### src/rtl/nsr_pkg.sv
// Shared types and constants for the Newton square root block.
package nsr_pkg;

   // Width of the iteration-limit register.
   localparam int LIMIT_BITS = 6;

   // Iteration limit after reset (five Newton steps).
   localparam logic [LIMIT_BITS-1:0] LIMIT_RESET = 6'd4;

   // Sequencer states.
   typedef enum logic [1:0] {
      SEQ_IDLE,
      SEQ_DIVIDE,
      SEQ_UPDATE,
      SEQ_FINISH
   } seq_state_type;

   // Controller to divider.
   typedef struct packed {
      logic start;
   } div_ctrl_type;

   // Divider to controller.
   typedef struct packed {
      logic busy;
      logic done;
   } div_status_type;

endpackage

### src/rtl/nsr_divider.sv
// Restoring divider, one quotient bit per cycle, shared by all Newton steps.
module nsr_divider
   import nsr_pkg::*;
#(
   parameter int WIDTH = 40
) (
   input  logic                 clock,
   input  logic                 reset,
   input  div_ctrl_type         ctrl,
   input  logic [WIDTH-1:0]     dividend,
   input  logic [WIDTH-1:0]     divisor,
   output div_status_type       status,
   output logic [WIDTH-1:0]     quotient
);

   localparam int CNT_BITS = $clog2(WIDTH + 1);

   logic [WIDTH-1:0]    num_ff, num_in;   // dividend bits out, quotient bits in
   logic [WIDTH-1:0]    rem_ff, rem_in;
   logic [WIDTH-1:0]    den_ff, den_in;
   logic [CNT_BITS-1:0] count_ff, count_in;
   logic                run_ff, run_in;
   logic                done_ff, done_in;

   logic [WIDTH:0] trial;
   logic [WIDTH:0] diff;

   assign trial = {rem_ff, num_ff[WIDTH-1]};
   assign diff  = trial - {1'b0, den_ff};

   always_comb begin
      num_in   = num_ff;
      rem_in   = rem_ff;
      den_in   = den_ff;
      count_in = count_ff;
      run_in   = run_ff;
      done_in  = 1'b0;
      if (ctrl.start) begin
         num_in   = dividend;
         rem_in   = '0;
         den_in   = divisor;
         count_in = CNT_BITS'(WIDTH);
         run_in   = 1'b1;
      end else if (run_ff) begin
         // borrow clear means trial >= divisor
         if (!diff[WIDTH]) begin
            rem_in = diff[WIDTH-1:0];
            num_in = {num_ff[WIDTH-2:0], 1'b1};
         end else begin
            rem_in = trial[WIDTH-1:0];
            num_in = {num_ff[WIDTH-2:0], 1'b0};
         end
         count_in = count_ff - CNT_BITS'(1);
         if (count_ff == CNT_BITS'(1)) begin
            run_in  = 1'b0;
            done_in = 1'b1;
         end
      end
   end

   always_ff @(posedge clock) begin
      if (reset) begin
         run_ff   <= 1'b0;
         done_ff  <= 1'b0;
         count_ff <= '0;
      end else begin
         run_ff   <= run_in;
         done_ff  <= done_in;
         count_ff <= count_in;
      end
   end

   always_ff @(posedge clock) begin
      num_ff <= num_in;
      rem_ff <= rem_in;
      den_ff <= den_in;
   end

   assign status.busy = run_ff;
   assign status.done = done_ff;
   assign quotient    = num_ff;

endmodule

### src/rtl/newton_square_root.sv
// Top level: Newton-Raphson square root of an unsigned fixed-point value.
// A zero radicand skips the divides and goes straight to the result stage.
// Throughput: one request at a time; the shared bit-serial divider sets the pace.
// Reset (synchronous, active high) idles the sequencer, drops rsp_tvalid and
//   sets the iteration limit to 4 (five Newton steps).
module newton_square_root
   import nsr_pkg::*;
#(
   parameter int VALUE_BITS = 24,
   parameter int FRAC_BITS  = 16
) (
   input  logic                                clock,
   input  logic                                reset,
   // request channel
   input  logic                                req_tvalid,
   output logic                                req_tready,
   input  logic [((VALUE_BITS+7)/8)*8-1:0]     req_tdata,   // [VALUE_BITS-1:0] radicand
   // result channel
   output logic                                rsp_tvalid,
   input  logic                                rsp_tready,
   output logic [((VALUE_BITS+7)/8)*8-1:0]     rsp_tdata,   // [VALUE_BITS-1:0] root_estimate
   // iteration limit register
   input  logic                                csr_wr_en,
   input  logic [LIMIT_BITS-1:0]               csr_wr_data  // iteration_limit
);

   localparam int DATA_BITS = ((VALUE_BITS + 7) / 8) * 8;
   // Working width: the scaled dividend x << FRAC_BITS, also the estimate width.
   localparam int QW = VALUE_BITS + FRAC_BITS;
   // Quotient clamp; only reachable for very wide configurations.
   localparam logic [QW-1:0] QUOT_CAP = (QW > 62) ? (QW'(1) << 62) : '1;
   localparam logic [QW-1:0] VALUE_MAX = QW'({VALUE_BITS{1'b1}});

   // ------------------------------------------------------------------
   // State
   // ------------------------------------------------------------------
   seq_state_type            state_ff, state_in;
   logic [LIMIT_BITS-1:0]    limit_ff, limit_in;       // programmed iteration limit
   logic [LIMIT_BITS-1:0]    steps_left_ff, steps_left_in; // Newton steps after current
   logic [VALUE_BITS-1:0]    radicand_ff, radicand_in; // latched x
   logic [QW-1:0]            estimate_ff, estimate_in; // running y
   logic                     rsp_valid_ff, rsp_valid_in;
   logic [VALUE_BITS-1:0]    rsp_data_ff, rsp_data_in;

   div_ctrl_type             div_ctrl;
   div_status_type           div_status;
   logic [QW-1:0]            div_quotient;

   logic                     req_accept;
   logic                     rsp_free;
   logic [VALUE_BITS-1:0]    req_radicand;
   logic [QW-1:0]            quot_capped;
   logic [QW:0]              step_sum;
   logic [QW-1:0]            step_next;
   logic [VALUE_BITS-1:0]    final_value;

   assign req_radicand = req_tdata[VALUE_BITS-1:0];
   assign req_tready   = (state_ff == SEQ_IDLE);
   assign req_accept   = req_tvalid && req_tready;
   // the output register can take a new result this cycle
   assign rsp_free     = !rsp_valid_ff || rsp_tready;

   // Newton update: y' = (y + min(q, cap)) >> 1
   assign quot_capped = (div_quotient > QUOT_CAP) ? QUOT_CAP : div_quotient;
   assign step_sum    = {1'b0, estimate_ff} + {1'b0, quot_capped};
   assign step_next   = step_sum[QW:1];

   // Result clamp to the output format
   assign final_value = (estimate_ff > VALUE_MAX) ? {VALUE_BITS{1'b1}}
                                                  : estimate_ff[VALUE_BITS-1:0];

   // ------------------------------------------------------------------
   // Shared divider: floor((x << FRAC_BITS) / y)
   // Operands come from the next-value side, since the divider latches
   // them on the same edge that loads x and the new y.
   // ------------------------------------------------------------------
   nsr_divider #(
      .WIDTH (QW)
   ) u_divider (
      .clock    (clock),
      .reset    (reset),
      .ctrl     (div_ctrl),
      .dividend ({radicand_in, {FRAC_BITS{1'b0}}}),
      .divisor  (estimate_in),
      .status   (div_status),
      .quotient (div_quotient)
   );

   // ------------------------------------------------------------------
   // Sequencer: next state
   // ------------------------------------------------------------------
   always_comb begin
      state_in = state_ff;
      unique case (state_ff)
         SEQ_IDLE: begin
            if (req_accept) begin
               // zero radicand skips the divides entirely
               state_in = (req_radicand == '0) ? SEQ_FINISH : SEQ_DIVIDE;
            end
         end
         SEQ_DIVIDE: begin
            if (div_status.done) begin
               state_in = SEQ_UPDATE;
            end
         end
         SEQ_UPDATE: begin
            // stop after the last step, or if the estimate collapsed to zero
            if (steps_left_ff == '0 || step_next == '0) begin
               state_in = SEQ_FINISH;
            end else begin
               state_in = SEQ_DIVIDE;
            end
         end
         SEQ_FINISH: begin
            if (rsp_free) begin
               state_in = SEQ_IDLE;
            end
         end
         default: state_in = SEQ_IDLE;
      endcase
   end

   // ------------------------------------------------------------------
   // Sequencer: datapath controls
   // ------------------------------------------------------------------
   always_comb begin
      limit_in       = limit_ff;
      steps_left_in  = steps_left_ff;
      radicand_in    = radicand_ff;
      estimate_in    = estimate_ff;
      rsp_valid_in   = rsp_valid_ff && !rsp_tready;
      rsp_data_in    = rsp_data_ff;
      div_ctrl.start = 1'b0;

      if (csr_wr_en) begin
         limit_in = csr_wr_data;
      end

      unique case (state_ff)
         SEQ_IDLE: begin
            if (req_accept) begin
               radicand_in    = req_radicand;
               estimate_in    = QW'(req_radicand);   // first guess y = x
               steps_left_in  = limit_ff;
               div_ctrl.start = (req_radicand != '0);
            end
         end
         SEQ_DIVIDE: begin
         end
         SEQ_UPDATE: begin
            estimate_in = step_next;
            if (steps_left_ff != '0 && step_next != '0) begin
               steps_left_in  = steps_left_ff - LIMIT_BITS'(1);
               div_ctrl.start = 1'b1;
            end
         end
         SEQ_FINISH: begin
            if (rsp_free) begin
               rsp_valid_in = 1'b1;
               rsp_data_in  = final_value;
            end
         end
         default: begin
         end
      endcase
   end

   // ------------------------------------------------------------------
   // Registers
   // ------------------------------------------------------------------
   always_ff @(posedge clock) begin
      if (reset) begin
         state_ff      <= SEQ_IDLE;
         limit_ff      <= LIMIT_RESET;
         steps_left_ff <= '0;
         rsp_valid_ff  <= 1'b0;
      end else begin
         state_ff      <= state_in;
         limit_ff      <= limit_in;
         steps_left_ff <= steps_left_in;
         rsp_valid_ff  <= rsp_valid_in;
      end
   end

   always_ff @(posedge clock) begin
      radicand_ff <= radicand_in;
      estimate_ff <= estimate_in;
      rsp_data_ff <= rsp_data_in;
   end

   assign rsp_tvalid = rsp_valid_ff;
   assign rsp_tdata  = DATA_BITS'(rsp_data_ff);

   // ------------------------------------------------------------------
   // Assertions
   // ------------------------------------------------------------------
   // divider only finishes while the sequencer waits on it
   assert property (@(posedge clock) disable iff (reset)
      div_status.done |-> state_ff == SEQ_DIVIDE)
      else $error("divider done outside divide state");

   // the divider is never restarted while it is still running
   assert property (@(posedge clock) disable iff (reset)
      div_ctrl.start |-> !div_status.busy)
      else $error("divider restarted while busy");

   // a zero radicand goes straight to the result stage
   assert property (@(posedge clock) disable iff (reset)
      req_accept && req_radicand == '0 |=> state_ff == SEQ_FINISH)
      else $error("zero radicand not short-circuited");

   // a finished item never overwrites a result still waiting
   assert property (@(posedge clock) disable iff (reset)
      state_ff == SEQ_FINISH && rsp_valid_ff && !rsp_tready |=> state_ff == SEQ_FINISH)
      else $error("result stage left while output stalled");

endmodule

### config.mk
export PLATFORM = sky130hd
export DESIGN_NAME = newton_square_root
export DESIGN_NICKNAME = d
export VERILOG_FILES = /design/src/rtl/nsr_pkg.sv /design/src/rtl/nsr_divider.sv /design/src/rtl/newton_square_root.sv
export SDC_FILE = /design/constraint.sdc
export NUM_CORES = 1
export LEC_CHECK = 0
export CORE_MARGIN = 1.5
export CORE_UTILIZATION = 59
export CTS_CLUSTER_DIAMETER = 120
export DETAILED_ROUTE_END_ITERATION = 12
export DONT_BUFFER_PORTS = 1
export PLACE_DENSITY = 0.81
export SYNTH_ARGS = -nofsm -noshare
export SYNTH_HDL_FRONTEND = slang
export SYNTH_HIERARCHICAL = 1
export SYNTH_SLANG_ARGS = --single-unit
### constraint.sdc
create_clock -name clock -period 6.14 [get_ports clock]
set_clock_uncertainty 0.1 [all_clocks]
set_input_delay 1.228 -clock clock [delete_from_list [all_inputs] [get_ports clock]]
set_output_delay 1.228 -clock clock [all_outputs]
set_load 0.05 [all_outputs]
==> summary.md, run 1 <==
| Metric | Value |
|---|---|
| CTS Buffer Depth | `3` |
| Worst-Margin Slew | `1.30 ns` |
| First drt pass iteration count | `6` |
| CP Capture Type | `flop` |
| Total GRT Usage | `31.2%` |
| Hold Buf Count CTS | `0` |
| Pwr per Cell Area | `between 300 and 400 nW/um^2` |
| Ports | `just over 60` |
| Vias in the first global route | `roughly 12000` |
| TritonCTS buffer count | `25` |
| Final setup fails | `0` |
| Syn avg cell area | `9.17 sq um` |
| WS Path Type | `reg2reg` |
| Layout area overhead | `6.52%` |
| Die height | `160 um` |
| Max Fclk | `0.175 GHz` |
| Final hold vios | `0` |
| Vias per cell | `6.45` |
| Core area | `24200 sq um` |
| Routed WL | `40100 um` |
| Fin crit share | `93.1%` |
| Syn. warnings | `6` |
| First-pass GRT wire length | `between 60000 and 70000 um` |
| CTS resizes | `0` |
| Initial drt markers | `1172` |
| IO Port Bufs | `0` |
| Initial antenna violation count | `0` |
| Total number of vias | `around 12000` |
| P_leak | `5.99 nW` |
| VDD IR max | `0.000275 V` |
| Worst-Skew Late Latency | `roughly 0.54 ns` |
| Mean routed wirelength per cell | `21.4 um` |
| RSZ-0062 raised after global routing | `false` |
| Rel. slew slack | `13.1%` |
| Worst R2R Path Depth | `15` |
| Share of cells above drive strength 1 | `11.5%` |
| Placed insts | `1821` |
| Overflow after GRT | `0` |
| Total Neg Setup Slack | `0 ns` |
| Crit path DAT | `5.89 ns` |
| Min cycle time layout | `5.71 ns` |
| DR DRC count | `0` |
| Clock sink count | `231` |
| Die area | `25600 sq um` |
| CP Launch Type | `flop` |
| Worst hold slack | `around 0.37 ns` |
| Largest net degree at the start of global routing | `131` |
| Finished Layout Cells | `1868` |
| Worst-path clk slew | `0.06 ns` |
| Maxcap violations | `0` |
| # nets final | `about 1600` |
| Mapped cell area | `14500 sq um` |
| H-tree depth | `1` |
| # Post-CTS Setup Buffers | `0` |
| Worst Path Required | `approximately 6.3 ns` |
| # rows | `57` |
| Hold depth | `1` |
| Final Wtd Congestion | `around 1.0` |
| CTS tree | `yes` |
| Post-route ant nets | `0` |
| Dpl hpwl | `30000 um` |
| Status | `finished, final reports clean` |
| Clock Root Buffer | `clkbuf_16` |
| Hold Path Class | `reg2reg` |
| Die X | `160 um` |
| Initial Utilization | `59.9%` |
| Final Max Tran Viols | `0` |
| Post-Syn Instances | `1583` |
| CP Max Fanout | `32` |
[worst max-delay path, stage by stage, from the launching register on]
cell,delay [ns]
dfxtp_1,0.37
inv_1,0.10
fa_1,0.45
nand2b_1,0.20
a21oi_1,0.18
xor2_1,0.10
or4_1,0.52
or4_1,0.40
or4_1,0.48
nor4_1,0.49
nand4_1,0.17
and4bb_1,0.65
o22ai_4,0.15
nor2_1,0.44
inv_1,0.35
buf_12,0.28
[report_power, final]
part / internal, W / switching (W)
sequential: 0.00182 / 0.000140
clock: 0.000839 / 0.000641
combinational: 0.000780 / 0.00117
[path summary, 6_finish.rpt]
path	endpoint	start	slack, ns
max	u_divider/quotient[4]	estimate_ff[1]	0.43
min	radicand_ff[22]	radicand_ff[22]	0.37
max reg2reg	u_divider/quotient[4]	estimate_ff[1]	0.43
min reg2reg	radicand_ff[22]	radicand_ff[22]	0.37
[routing by layer]
layer | track usage [%] | vias up | wire length [um] | part of all wire (%)
li1 | - | 5754 | - | -
met1 | 43.1 | 5705 | 18000 | 45
met2 | 50.6 | 515 | 18000 | 45
met3 | 5.12 | 71 | 3050 | 7.6
met4 | 8.92 | 0 | 992 | 2.5
met5 | 0 | - | 0 | 0
[layout by cell type, fill, tap and decap left out, types with 16 or more instances in the layout]
master	instances
a211oi_1	35
a21o_1	19
a21oi_1	124
clkbuf_16	25
conb_1	16
dfxtp_1	126
edfxtp_1	104
ha_1	83
inv_1	77
mux2_2	65
mux2i_1	24
nand2_1	106
nand2b_1	20
nand4_1	24
nor2_1	127
nor3_1	29
nor4_1	18
o21ai_0	71
o22a_1	21
o22ai_1	26
or2_2	30
or3_1	17
xnor2_1	33
xor2_1	22
[through the flow]
step                      instance area [sq um]  setup WS [ns]  total power, W  util, %
after global routing                      15500          0.239         0.00568     63.8
after floorplan                           14600          0.354         0.00348        -
after detailed placement                  14600          0.617         0.00389     60.4
final                                     15500          0.425         0.00539     63.8
after global placement                    14600          0.660         0.00385     60.4
after CTS                                 15500          0.597         0.00537     63.8
[registers in the layout (all words and copies together) (netlist names), 2 cells and up]
name and cells:
estimate_ff 40, limit_ff 6, radicand_ff 24, rsp_tdata 24
state_ff 2, steps_left_ff 6, u_divider/count_ff 6, u_divider/den_ff 40
u_divider/quotient 40, u_divider/rem_ff 40
[cell type report]
cell class / count / area [sq um]
Antenna cell: 1 / 2.50
Clock buffer: 38 / 734
Clock inverter: 8 / 76.3
Fill cell: 1995 / 8790
Inverter: 77 / 289
Multi-Input combinational cell: 1176 / 8170
Sequential cell: 231 / 5670
Tap cell: 324 / 405
Timing Repair Buffer: 13 / 123
Power figures use the tool's default switching activity.
==> run 2, diff against run 1 <==
--- a/config.mk
+++ b/config.mk
@@ -5,11 +5,13 @@
 export SDC_FILE = /design/constraint.sdc
 export NUM_CORES = 1
 export LEC_CHECK = 0
+export CORE_ASPECT_RATIO = 1.4
 export CORE_MARGIN = 1.5
 export CORE_UTILIZATION = 59
 export CTS_CLUSTER_DIAMETER = 120
 export DETAILED_ROUTE_END_ITERATION = 12
 export DONT_BUFFER_PORTS = 1
+export GPL_TIMING_DRIVEN = 0
 export PLACE_DENSITY = 0.81
 export SYNTH_ARGS = -nofsm -noshare
 export SYNTH_HDL_FRONTEND = slang
==> run 2 against run 1 <==
  * Core utilization up 1.7 points
  * Via count rose by 3.5%
  * Global-route usage is 1.9 points higher
  * Cell area up 1.9%
  * Register-to-register slack got worse by 0.14 ns
  * Largest cell class unchanged
==> summary.md, run 2 (same netlist as run 1, synthesis figures left out) <==
| Metric | Value |
|---|---|
| Placed insts | `1911` |
| Overflow after GRT | `0` |
| Post-route ant nets | `0` |
| Core area | `between 20000 and 25000 sq um` |
| Rel. slew slack | `39.3%` |
| Worst Path Required | `between 6 and 7 ns` |
| Most common cell after layout, fill and taps aside | `dfxtp_1` |
| Reg2Reg Setup Slack | `0.28 ns` |
| Crit path DAT | `6.16 ns` |
| Hold Buf Count CTS | `0` |
| Worst-path clk slew | `0.07 ns` |
| Clock sink count | `231` |
| CP Max Fanout | `37` |
| Die X | `between 100 and 150 um` |
| Initial antenna violation count | `0` |
| Worst-Skew Late Latency | `0.52 ns` |
| Total number of vias | `12500` |
| Total GRT Usage | `approximately 33%` |
| Final core occ | `65.5%` |
| Finished Layout Cells | `1950` |
| Clock Root Buffer | `clkbuf_16` |
| CP Capture Type | `flop` |
| Max Fclk | `0.171 GHz` |
| Vias per cell | `6.39` |
| Worst R2R Path Depth | `18` |
| Worst-Margin Slew | `0.907 ns` |
| Die height | `189 um` |
| Ports | `a little over 60` |
| P_leak | `6.06 nW` |
| # nets final | `1744` |
| Area of the multi-input gates | `slightly above 8000 sq um` |
| # Post-CTS Setup Buffers | `0` |
| CTS tree | `yes` |
| Layout area overhead | `8.51%` |
| Largest net degree at the start of global routing | `38` |
| CP Launch Type | `flop` |
| Die area | `between 20000 and 30000 sq um` |
| First drt pass iteration count | `5` |
| Fin crit share | `95.4%` |
| DR DRC count | `0` |
| First-pass GRT wire length | `65600 um` |
| RSZ-0062 raised after global routing | `false` |
| Commonest cells after routing, fill and taps aside | `dfxtp_1, nor2_1, a21oi_1, nand2_1, edfxtp_1` |
| Initial drt markers | `1121` |
| Share of cells above drive strength 1 | `a little over a tenth` |
| Final Max Tran Viols | `0` |
| H-tree depth | `1` |
| Tot Pwr | `0.00539 W` |
| CTS Buffer Depth | `3` |
| Diode count | `0` |
| Fillers | `1960` |
| CTS resizes | `2` |
| Pwr per Cell Area | `approximately 340 nW/um^2` |
| Final Wtd Congestion | `0.945` |
| # rows | `67` |
| Mean routed wirelength per cell | `21.8 um` |
| Final setup fails | `0` |
| Dpl hpwl | `33900 um` |
| Hold depth | `1` |
| Routed WL | `42600 um` |
| VDD IR max | `between 0.0002 and 0.00025 V` |
| Vias in the first global route | `between 10000 and 15000` |
| Min cycle time layout | `5.86 ns` |
| Hold Path Class | `reg2reg` |
| Storage cell area | `5670 sq um` |
| WS Path Type | `reg2reg` |
| Status | `finished, final reports clean` |
| Maxcap violations | `0` |
| IO Port Bufs | `0` |
| TritonCTS buffer count | `22` |
| Final hold vios | `0` |
| Initial Utilization | `slightly above 60%` |
## run 2: worst paths after layout
path                                              from              endpoint
worst min-delay path                   radicand_ff[19]       radicand_ff[19]
worst min register to register         radicand_ff[19]       radicand_ff[19]
worst max-delay path            u_divider/quotient[19]  u_divider/rem_ff[38]
worst max register to register  u_divider/quotient[19]  u_divider/rem_ff[38]
## run 2: power by group
group	switching, W	leakage, nW	internal [W]
Combinational	0.00128	3.67	0.000808
Clock	0.000598	0.342	0.000747
Sequential	0.000139	2.05	0.00181
## run 2: layer usage
metal / global-route usage, % / wire [um]
met5: 0 / 0
met4: 14.6 / 1890
met3: 4.12 / 2610
met2: 57.5 / 20800
met1: 40.8 / 17300
## run 2: area by class of cell
class                      instances  area share (%)
inverter                          77            1.83
buffer                           113            2.99
timing repair buffer               3           0.350
tap                              310            2.46
clock inverter                    11           0.620
sequential                       231            36.0
clock buffer                      29            3.86
multi-input combinational       1176            51.9
## run 2: metrics by stage
step                instance area [sq um]  hold WS [ns]  TNS, ns  setup slack (ns)
CTS                                 15700         0.380        0             0.136
finish                              15800         0.378        0             0.284
detailed placement                  15000         0.361   -45.37            -0.510
floorplan                           14600         0.342        0             0.354
global placement                    15000         0.350  -159.67             -1.85
global route                        15800         0.396        0            0.0149
## run 2: worst max-delay path, cell delays in order (launching register included)
cell and delay, ns:
edfxtp_1 0.43, clkbuf_1 0.13, ha_1 0.26, clkbuf_1 0.34
nand4_1 0.26, nor4_2 0.48, o211ai_1 0.21, nand3_1 0.33
xor2_1 0.16, or4_1 0.56, nor4_2 0.42, nand4_1 0.17
and4bb_1 0.37, buf_6 0.17, o22ai_4 0.18, buf_12 0.28
clkbuf_2 0.27, clkbuf_1 0.32, a311oi_1 0.29
